`src/rtl/core/efd_pkg.sv`:
```
package efd_pkg;

    localparam int LEN_W    = 32;
    localparam int IDX_W    = 32;
    localparam int SIZE_W   = 24;
    localparam int HLEN_W   = 3;
    localparam int HWORD_W  = 32;

    // One restoring divider cell per quotient bit.
    localparam int DIV_STEPS = LEN_W;

    localparam int HEADER_BYTES_MAX_DEF = 4;
    localparam logic [SIZE_W-1:0] FRAG_SIZE_RESET = SIZE_W'(10000);

    localparam logic [7:0]       MARK_EXT    = 8'h80;
    localparam logic [LEN_W-1:0] SHORT_LIMIT = LEN_W'(128);
    localparam int               BYTE_W      = 8;

    typedef struct packed {
        logic [LEN_W-1:0] event_length;
        logic [IDX_W-1:0] fragment_index;
    } t_cmd;

    typedef struct packed {
        logic [LEN_W-1:0]   fragment_count;
        logic [SIZE_W-1:0]  prefix_bytes;
        logic [LEN_W-1:0]   fragment_offset;
        logic [SIZE_W-1:0]  fragment_bytes;
        logic [HWORD_W-1:0] header_word;
        logic [HLEN_W-1:0]  header_size;
        logic               empty_event;
    } t_rsp;

    // Partial division state handed from one cell to the next.
    typedef struct packed {
        logic              valid;
        logic [SIZE_W-1:0] rem;
        logic [LEN_W-1:0]  dvd;
        logic [IDX_W-1:0]  idx;
    } t_div_slot;

endpackage

```
`src/rtl/core/efd_div_cell.sv`:
```
module efd_div_cell
    import efd_pkg::*;
(
    input  logic              i_clk,
    input  logic              i_rst_n,
    input  logic [SIZE_W-1:0] i_size,
    input  t_div_slot         i_slot,
    output t_div_slot         o_slot
);

    logic [SIZE_W:0] w_trial;
    logic            w_fits;
    t_div_slot       n_slot;
    t_div_slot       r_slot;

    // Shift in the next dividend bit and try one subtraction.
    always_comb begin
        w_trial = {i_slot.rem, i_slot.dvd[LEN_W-1]};
        w_fits  = w_trial >= {1'b0, i_size};
        n_slot  = i_slot;
        if (w_fits) begin
            n_slot.rem = SIZE_W'(w_trial - {1'b0, i_size});
        end else begin
            n_slot.rem = w_trial[SIZE_W-1:0];
        end
        n_slot.dvd = {i_slot.dvd[LEN_W-2:0], w_fits};
    end

    always_ff @(posedge i_clk) begin
        if (!i_rst_n) begin
            r_slot.valid <= 1'b0;
        end else begin
            r_slot.valid <= n_slot.valid;
        end
        r_slot.rem <= n_slot.rem;
        r_slot.dvd <= n_slot.dvd;
        r_slot.idx <= n_slot.idx;
    end

    assign o_slot = r_slot;

endmodule

```
`config.mk`:
```
export PLATFORM = sky130hd
export DESIGN_NAME = efd_div_cell
export DESIGN_NICKNAME = d
export VERILOG_FILES = /design/src/rtl/core/efd_pkg.sv /design/src/rtl/core/efd_div_cell.sv
export SDC_FILE = /design/constraint.sdc
export NUM_CORES = 1
export LEC_CHECK = 0
export BUFFER_PORTS_ARGS = -buffer_cell sky130_fd_sc_hd__clkbuf_2
export CORE_MARGIN = 5
export CORE_UTILIZATION = 30
export DETAILED_ROUTE_END_ITERATION = 10
export PLACE_DENSITY = 0.56
export SLEW_MARGIN = 30
export SYNTH_ARGS = -nofsm -noshare
export SYNTH_HDL_FRONTEND = slang
export SYNTH_SLANG_ARGS = --single-unit
```
`constraint.sdc`:
```
create_clock -name i_clk -period 2.3 [get_ports i_clk]
set_input_delay 0.23 -clock i_clk [delete_from_list [all_inputs] [get_ports i_clk]]
set_output_delay 0.23 -clock i_clk [all_outputs]
set_load 0.01 [all_outputs]
```
==> impl_metrics.toml <==
[run_status]
status = "finished clean"

[worst_hold_path]
hold_depth = 2
hold_class = "in2reg"
min_from = "i_slot[88]"
whs_endpoint = "o_slot[88]"

[die]
pin_count = 204
rows = 39
initial_utilization_pct = 30.88
die-area_mm2 = 0.01418
die_x_um = 119.1
die_h_um = 119.1
core-area_mm2 = 0.01156

[power]
p_leak_nw = 3.219
irDropWorstVdd_mv = 0.3562
clkPwrFrac_pct = 34.4
pwr-share-comb_pct = 26.0
total_power_mw = 4.382
p_int_mw = 3.172
p_sw_share_pct = 27.61
power-per-cell-area_mw_per_mm2 = 705.9
p_seq_share_pct = 39.6
p_sw_mw = 1.210

[layout]
final_area_mm2 = 0.006208
finish.utilization_pct = 53.68
nets = 806
fillerInstances = 1029
drive_gt1_share_pct = 45.07
syn2layout_area_growth_pct = 73.86
largest_reg_flops = 89
antenna_cells = 0

[worst_setup_path]
start_kind = "input pin"
crit_start = "i_slot[63]"
cp.required_ns = 2.53
path_class = "in2reg"
critPathArrivalTime_ns = 2.39
worst-path-max-fanout = 4
critPathCaptureType = "flop"

[grt]
grt_pass1_vias = 3878
grt_max_degree = 16
grt.total_usage_pct = 18.03
antenna_found_initial = 0
grt_pass1_wl_um = 20140
grt_overflow = 0

[timing]
finalHoldViolCount = 0
fin_crit_sh_pct = 94.12
whs_ns = 0.08931
tightestPinTransition_ns = 0.4161
rsz0062_at_grt = "false"
relSlewSlack_pct = 71.91
period_minus_slack_ns = 2.165
setup_viol = 0
finalMaxSlewViolations = 0
tns_ns = 0
max_freq_mhz = 462.0

[placement]
hpwl_um = 9556
io_buffers = 203
place_congestion = 0.8406
postPlaceCellArea_mm2 = 0.005261

[logic_synthesis]
synth-edff-count = 0
synth_cell_types = 47
synth_seq_area_share_pct = 49.89
synthFlopType = "dfxtp_1"
syn-num-nets = 474
yosys_warnings = 0
syn_area_per_cell_um2 = 10.69
syn_area_mm2 = 0.003571
synth-async-reset-ratio_pct = 0
synthCells = 334
synth-seq-cells = 89

[cts]
cts_root_buffer = "clkbuf_16"
clk_pin_slew_worst_paths_ns = 0.06
cts_made_buffers = 9
cts_tree = "built"
clock-sinks = 89
clk_path_buf_depth = 2
cts_max_level = 3

[detailed_routing]
dr.pass1.iters = 4
drtAntennaViolNets = 0
dr_wl_met3_um = 1011
top_layer = "met4"
via_per_inst = 4.421
dr.first_iter.drc_count = 104
route.met2.wl_um = 6470
drt-met1-wl_um = 5040
wl_per_cell_um = 15.69
drc = 0
num_vias = 3594
postRouteWirelength_um = 12750

[run]
max_cap_violations = 0
cell usage after synthesis, types with 8 or more instances:
library cell / number / area [um^2]
dfxtp_1: 89 / 1782
inv_1: 32 / 120.1
ha_1: 24 / 300.3
nand2_1: 16 / 60.06
a21oi_1: 15 / 75.07
nor2_1: 15 / 56.30
mux2_1: 14 / 157.7
xnor2_1: 14 / 122.6
a21o_1: 11 / 82.58
o21ai_0: 8 / 40.04
worst max-delay path by stage:
stage	to	slack, ns	cells past startpoint
6_report	o_slot[82]	0.14	11
5_1_grt	o_slot[82]	0.01	11
4_1_cts	o_slot[84]	0.09	11
3_5_place_dp	o_slot[82]	-0.26	11
3_3_place_gp	o_slot[82]	-0.22	11
2_1_floorplan	o_slot[82]	-0.003	10
timing repair:
action,CTS,global route
hold endpoints to repair,63,0
endpoints found under the setup margin,0,3
hold buffers,63,0
buffers inserted,0,0
resized for setup,0,3
worst max-delay path: stages:
cell       delay (ns)
clkbuf_2         0.08
inv_1            0.05
ha_1             0.21
fa_1             0.41
nor2b_1          0.21
o2111ai_2        0.15
a31oi_2          0.21
a2111o_1         0.28
a31oi_1          0.13
xnor2_1          0.14
mux2_1           0.28
through the flow:
| step | setup WS (ns) | std cells |
|---|---|---|
| after floorplan | -0.002555 | 334 |
| after global placement | -0.2206 | 735 |
| after detailed placement | -0.2567 | 735 |
| after CTS | 0.08523 | 813 |
| after global routing | 0.01420 | 813 |
| final | 0.1353 | 813 |
cell usage in the layout, fill, tap and decap left out, drive strengths merged, types with 11 or more instances in the layout:
cell           n
nand2         17
a21o          11
nor2          16
ha            24
dlygate4sd3   63
xnor2         14
dfxtp         89
mux2          19
buf           63
clkbuf       213
inv           34
a21oi         15
final cells by class:
type                            count  area (um^2)  share of cell area, %
Clock buffer                       10        239.0                  3.849
Clock inverter                      5        62.56                  1.008
Inverter                           32        120.1                  1.935
Multi-Input combinational cell    205         1682                  27.09
Sequential cell                    89         1782                  28.70
Tap cell                          143        178.9                  2.882
Timing Repair Buffer              329         2145                  34.54
power groups by stage:
stage | clock network, mW | registers [mW] | logic (mW)
2_1_floorplan | 0 | 1.85 | 0.455
3_3_place_gp | 0 | 1.77 | 1.04
3_5_place_dp | 0 | 1.77 | 1.05
4_1_cts | 1.56 | 1.74 | 1.15
5_1_grt | 1.63 | 1.75 | 1.25
6_report | 1.51 | 1.74 | 1.14
kinds of logic after synthesis:
| logic type | Yosys count | share of synthesized area [%] |
|---|---|---|
| AO/OA/AOI/OAI | 74 | 15.80 |
| buffers and inverters | 40 | 4.625 |
| flip-flops | 89 | 49.89 |
| AND/OR/NAND/NOR | 63 | 8.620 |
| adder cells (fa/ha/maj) | 25 | 8.970 |
| multiplexers | 25 | 7.673 |
| XOR/XNOR | 18 | 4.415 |
metal layers:
metal | global-route usage (%) | vias to the layer above
met5 | 0 | -
met4 | 5.214 | 0
met3 | 6.493 | 10
met2 | 33.06 | 131
met1 | 19.39 | 1609
li1 | - | 1844
No activity file was read; power rests on OpenSTA's default activity.
