**src/rtl/core/efd_pkg.sv**
```systemverilog
package efd_pkg;

    localparam int LEN_W    = 32;
    localparam int IDX_W    = 32;
    localparam int SIZE_W   = 24;
    localparam int HLEN_W   = 3;
    localparam int HWORD_W  = 32;

    // One restoring divider cell per quotient bit.
    localparam int DIV_STEPS = LEN_W;

    localparam int HEADER_BYTES_MAX_DEF = 4;
    localparam logic [SIZE_W-1:0] FRAG_SIZE_RESET = SIZE_W'(10000);

    localparam logic [7:0]       MARK_EXT    = 8'h80;
    localparam logic [LEN_W-1:0] SHORT_LIMIT = LEN_W'(128);
    localparam int               BYTE_W      = 8;

    typedef struct packed {
        logic [LEN_W-1:0] event_length;
        logic [IDX_W-1:0] fragment_index;
    } t_cmd;

    typedef struct packed {
        logic [LEN_W-1:0]   fragment_count;
        logic [SIZE_W-1:0]  prefix_bytes;
        logic [LEN_W-1:0]   fragment_offset;
        logic [SIZE_W-1:0]  fragment_bytes;
        logic [HWORD_W-1:0] header_word;
        logic [HLEN_W-1:0]  header_size;
        logic               empty_event;
    } t_rsp;

    // Partial division state handed from one cell to the next.
    typedef struct packed {
        logic              valid;
        logic [SIZE_W-1:0] rem;
        logic [LEN_W-1:0]  dvd;
        logic [IDX_W-1:0]  idx;
    } t_div_slot;

endpackage

```
**src/rtl/core/efd_finish.sv**
```systemverilog
module efd_finish
    import efd_pkg::*;
#(
    parameter int HEADER_BYTES_MAX = HEADER_BYTES_MAX_DEF
) (
    input  logic              i_clk,
    input  logic              i_rst_n,
    input  logic [SIZE_W-1:0] i_size,
    input  t_div_slot         i_slot,
    output logic              o_done,
    output t_rsp              o_rsp
);

    localparam int FALLBACK_NB = HEADER_BYTES_MAX - 1;

    // First stage: count, prefix and the (index - 1) * size product.
    logic              r_v1, n_v1;
    logic              r_empty, n_empty;
    logic [LEN_W-1:0]  r_count, n_count;
    logic [LEN_W-1:0]  r_extra, n_extra;
    logic [SIZE_W-1:0] r_prefix, n_prefix;
    logic              r_idx_zero, n_idx_zero;
    logic [LEN_W-1:0]  r_prod, n_prod;
    logic              w_rem_nz;

    always_comb begin
        w_rem_nz   = i_slot.rem != '0;
        n_v1       = i_slot.valid;
        n_empty    = !w_rem_nz && (i_slot.dvd == '0);
        n_count    = i_slot.dvd + LEN_W'(w_rem_nz);
        n_extra    = w_rem_nz ? i_slot.dvd : i_slot.dvd - LEN_W'(1);
        n_prefix   = w_rem_nz ? i_slot.rem : i_size;
        n_idx_zero = i_slot.idx == '0;
        n_prod     = LEN_W'((i_slot.idx - IDX_W'(1)) * i_size);
    end

    always_ff @(posedge i_clk) begin
        if (!i_rst_n) begin
            r_v1 <= 1'b0;
        end else begin
            r_v1 <= n_v1;
        end
        r_empty    <= n_empty;
        r_count    <= n_count;
        r_extra    <= n_extra;
        r_prefix   <= n_prefix;
        r_idx_zero <= n_idx_zero;
        r_prod     <= n_prod;
    end

    // Second stage: offset and the additional-fragment header.
    logic [HWORD_W-1:0] w_hword;
    logic [HLEN_W-1:0]  w_hlen;
    logic               r_done;
    t_rsp               r_rsp, n_rsp;

    always_comb begin
        w_hword = HWORD_W'(MARK_EXT | 8'(FALLBACK_NB))
                | HWORD_W'((r_extra & ((LEN_W'(1) << (BYTE_W * FALLBACK_NB)) - LEN_W'(1)))
                           << BYTE_W);
        w_hlen  = HLEN_W'(HEADER_BYTES_MAX);
        // Walk downward so the smallest fitting byte count wins.
        for (int i = HEADER_BYTES_MAX - 2; i >= 1; i--) begin
            if ((r_extra >> (BYTE_W * i)) == '0) begin
                w_hword = HWORD_W'(MARK_EXT | 8'(i)) | HWORD_W'(r_extra << BYTE_W);
                w_hlen  = HLEN_W'(i + 1);
            end
        end
        if (r_extra < SHORT_LIMIT) begin
            w_hword = HWORD_W'(r_extra);
            w_hlen  = HLEN_W'(1);
        end

        n_rsp.fragment_count  = r_count;
        n_rsp.prefix_bytes    = r_prefix;
        n_rsp.fragment_offset = r_idx_zero ? '0 : LEN_W'(r_prefix) + r_prod;
        n_rsp.fragment_bytes  = r_idx_zero ? r_prefix : i_size;
        n_rsp.header_word     = w_hword;
        n_rsp.header_size     = w_hlen;
        n_rsp.empty_event     = 1'b0;
        if (r_empty) begin
            n_rsp             = '0;
            n_rsp.empty_event = 1'b1;
        end
    end

    always_ff @(posedge i_clk) begin
        if (!i_rst_n) begin
            r_done <= 1'b0;
        end else begin
            r_done <= r_v1;
        end
        r_rsp <= n_rsp;
    end

    assign o_done = r_done;
    assign o_rsp  = r_rsp;

endmodule

```
**config.mk**
```make
export PLATFORM = sky130hd
export DESIGN_NAME = efd_finish
export DESIGN_NICKNAME = d
export VERILOG_FILES = /design/src/rtl/core/efd_pkg.sv /design/src/rtl/core/efd_finish.sv
export SDC_FILE = /design/constraint.sdc
export NUM_CORES = 2
export LEC_CHECK = 0
export BUFFER_PORTS_ARGS = -buffer_cell sky130_fd_sc_hd__buf_2
export CORE_MARGIN = 4
export CORE_UTILIZATION = 25
export CTS_BUF_LIST = sky130_fd_sc_hd__clkbuf_8
export CTS_CLUSTER_SIZE = 28
export DETAILED_ROUTE_END_ITERATION = 8
export PLACE_DENSITY = 0.44
export SLEW_MARGIN = 0
export SYNTH_ARGS = -nofsm -noshare
export SYNTH_HDL_FRONTEND = slang
export SYNTH_SLANG_ARGS = --single-unit
```
**constraint.sdc**
```tcl
create_clock -name i_clk -period 12.5 [get_ports i_clk]
set_input_delay 1.875 -clock i_clk [delete_from_list [all_inputs] [get_ports i_clk]]
set_output_delay 1.875 -clock i_clk [all_outputs]
set_load 0.02 [all_outputs]
```
==> results.py <==
metrics = {
    "routing": {
        "via_per_inst": 4.352,
        "drcViolationCount": 0,
        "postRouteAntennaNets": 0,
        "drtIter0Drc": 981,
        "vias": 18335,
        "wl_per_cell_um": 19.45,
        "wl_um": 81940,
        "drtPass1Iterations": 4,
    },
    "logic_synthesis": {
        "synthCells": 2686,
        "synth.largest_area_cell": "fa_1",
        "synth_xor_area_share_pct": 6.034,
        "synth-seq-cells": 272,
        "yosys_warnings": 0,
        "synth_area_leaders": "fa_1 31%, dfxtp_1 22%, inv_1 6.8%",
        "synthSimpleGateAreaFrac_pct": 20.04,
        "synth_top_family_by_area": "adder cells",
        "synth_compound_area_share_pct": 4.993,
        "synth.net_count": 3310,
        "yosysTopAreaCellShare_pct": 31.25,
        "synth.area.mux_share_pct": 1.082,
        "synth_edf_count": 0,
        "synthesis.area_mm2": 0.02499,
        "ys_seq_area_share_pct": 21.79,
        "syn_avg_cell_area_um2": 9.302,
        "async_flop_share_pct": 0,
        "synth_cell_types": 71,
        "synth_flop_cell": "dfxtp_1",
        "synth_fa_ha_area_share_pct": 37.21,
    },
    "setup_path": {
        "arrival_ps": 10680,
        "worst-r2r-cell-count": 12,
        "r2r-end": "o_rsp[86]",
        "worstPathMaxFanout": 22,
        "cpPeakStageDelay_ps": 720,
        "ff2ff_setup_slack_ps": 9200,
        "cp_slowest_cell": "o311ai_0",
        "critPathCaptureType": "flop",
        "r2r-start": "r_prefix[0]",
        "startpoint_type": "primary input",
        "cp.required_ps": 12940,
        "setup.worst_path.class": "in -> reg",
        "startpoint": "i_slot[0]",
        "path_common_cell": "fa_1",
    },
    "timing": {
        "rsz0062_at_grt": "no",
        "skew_ps": 25.33,
        "slew_headroom_pct": 21.97,
        "setup_viol": 0,
        "slew_viol_final": 0,
        "clock.fmax_mhz": 97.66,
        "fin_crit_ps": 10240,
        "tightest_slew_ps": 1169,
        "finalSetupTns_ps": 0,
        "hold_violations": 0,
        "post-route-period-util_pct": 81.91,
    },
    "layout": {
        "fill_cells": 10664,
        "layout_common_cells": "464 x inv_1, 390 x fa_1, 290 x nand2_1",
        "drive_above_1_share_pct": 13.42,
        "layout_commonest_cell": "inv_1",
        "finalNetCount": 3517,
        "area_growth_pct": 14.65,
    },
    "min_path": {
        "holdPathEnd": "o_rsp[141]",
        "hp-start": "r_count[25]",
        "hold-path-cell-count": 1,
        "hold_class": "reg -> reg",
    },
    "clock_network": {
        "root_buffer": "clkbuf_8",
        "cts-resized-gates": 0,
        "clock_path_buffers": 3,
        "cts_buffers": 42,
        "clk_latency_ps": 570,
        "cts_setup_buffers": 0,
        "cts_hold_buf": 0,
        "path_clk_slew_ps": 70,
        "htree_levels": 2,
        "cts_tree": "yes",
        "cts.sinks": 272,
    },
    "die": {
        "die_x_um": 324.1,
        "io-pin-count": 264,
        "die_y_um": 324.1,
        "start_util_pct": 25.31,
        "dieArea_mm2": 0.1051,
        "core_mm2": 0.09871,
        "rows": 115,
    },
    "grt": {
        "grt_pass1_vias": 19771,
        "grt_pass1_wl_um": 123000,
        "grt_max_degree": 49,
        "grt_remaining_overflow": 0,
        "grtUsageTotal_pct": 15.59,
        "antenna_found_initial": 12,
    },
    "placed_design": {
        "dp_hpwl_um": 63160,
        "gp_routability_congestion": 0.8035,
        "io_buffers": 263,
    },
    "flow_run": {
        "cap_violations": 0,
    },
    "status": {
        "status": "finished clean",
    },
}
## flip-flops by register name, summed over array words and instances, names as in the netlist
name and flops:
o_rsp 148, r_count 32, r_extra 32, r_prod 32, r_prefix 24, o_done 1, r_empty 1, r_idx_zero 1
r_v1 1
## per-layer routing
layer | global-route usage [%] | wire length (µm) | share of wire (%) | vias up
met4 | 4.259 | 2042 | 2.5 | 8
met5 | 0 | 38 | 0.046 | -
li1 | - | - | - | 8633
met2 | 27.41 | 39410 | 48 | 465
met3 | 2.096 | 4276 | 5.2 | 104
met1 | 20.12 | 36170 | 44 | 9125
## Yosys cell counts, drive strengths merged (9+ instances only)
cell type and count:
xnor2 99, clkbuf 122, nor4b 9, ha 119, xor2 48, fa 390
a21o 41, a21oi 46, nor3b 11, mux2i 27, nand4 15, nor2b 96
o21ai 36, inv 455, and3 10, nand2 292, nand3 42, nor3 43
a31oi 9, nand2b 24, nor2 97, dfxtp 272, buf 11, nor4 29
and2 239
## worst max-delay path by stage
stage,to,cells after the start
2_1_floorplan,r_prod[31],32
4_1_cts,r_prod[31],30
3_3_place_gp,r_prod[31],30
5_1_grt,r_prod[31],31
3_5_place_dp,r_prod[31],30
6_report,r_prod[31],30
## per-stage QoR
stage          area (µm²)  util (%)  hold WS (ps)  cells  setup slack [ps]
2_1_floorplan       24990         -         329.0   2686              2271
3_3_place_gp        27780     28.14         419.5   4136              1765
3_5_place_dp        27780     28.14         420.4   4136              1694
4_1_cts             28630     29.01         434.2   4208              2342
5_1_grt             28640     29.02         454.0   4211              1726
6_report            28650     29.02         432.1   4213              2261
## cells by family (layout without fill, tap and decap cells)
| logic type | after synthesis | count (layout) |
|---|---|---|
| flops | 272 | 272 |
| fa+ha+maj | 509 | 509 |
| simple gates | 945 | 945 |
| mux | 27 | 27 |
| compound gates | 189 | 189 |
| buf+inv | 588 | 823 |
| other cells | 0 | 5 |
| xor+xnor | 156 | 156 |
## worst max-delay path: cells and delay by family
family | cells | cell delay [ps]
xor+xnor | 2 | 700
fa+ha+maj | 8 | 3750
compound gates | 8 | 2310
simple gates | 4 | 1400
buf+inv | 8 | 640
## final cells by class
class	instances	area, µm²	area share, %
Clock inverter	19	126.4	0.4412
Timing Repair Buffer	296	1564	5.460
Inverter	455	1708	5.962
Multi-Input combinational cell	1826	17440	60.90
Sequential cell	272	5450	19.03
Antenna cell	5	12.51	0.04368
Tap cell	1287	1610	5.622
Clock buffer	53	729.5	2.547
Power is not shown: default switching activity piles up to over one toggle a cycle in this logic, so the estimate is an artifact.
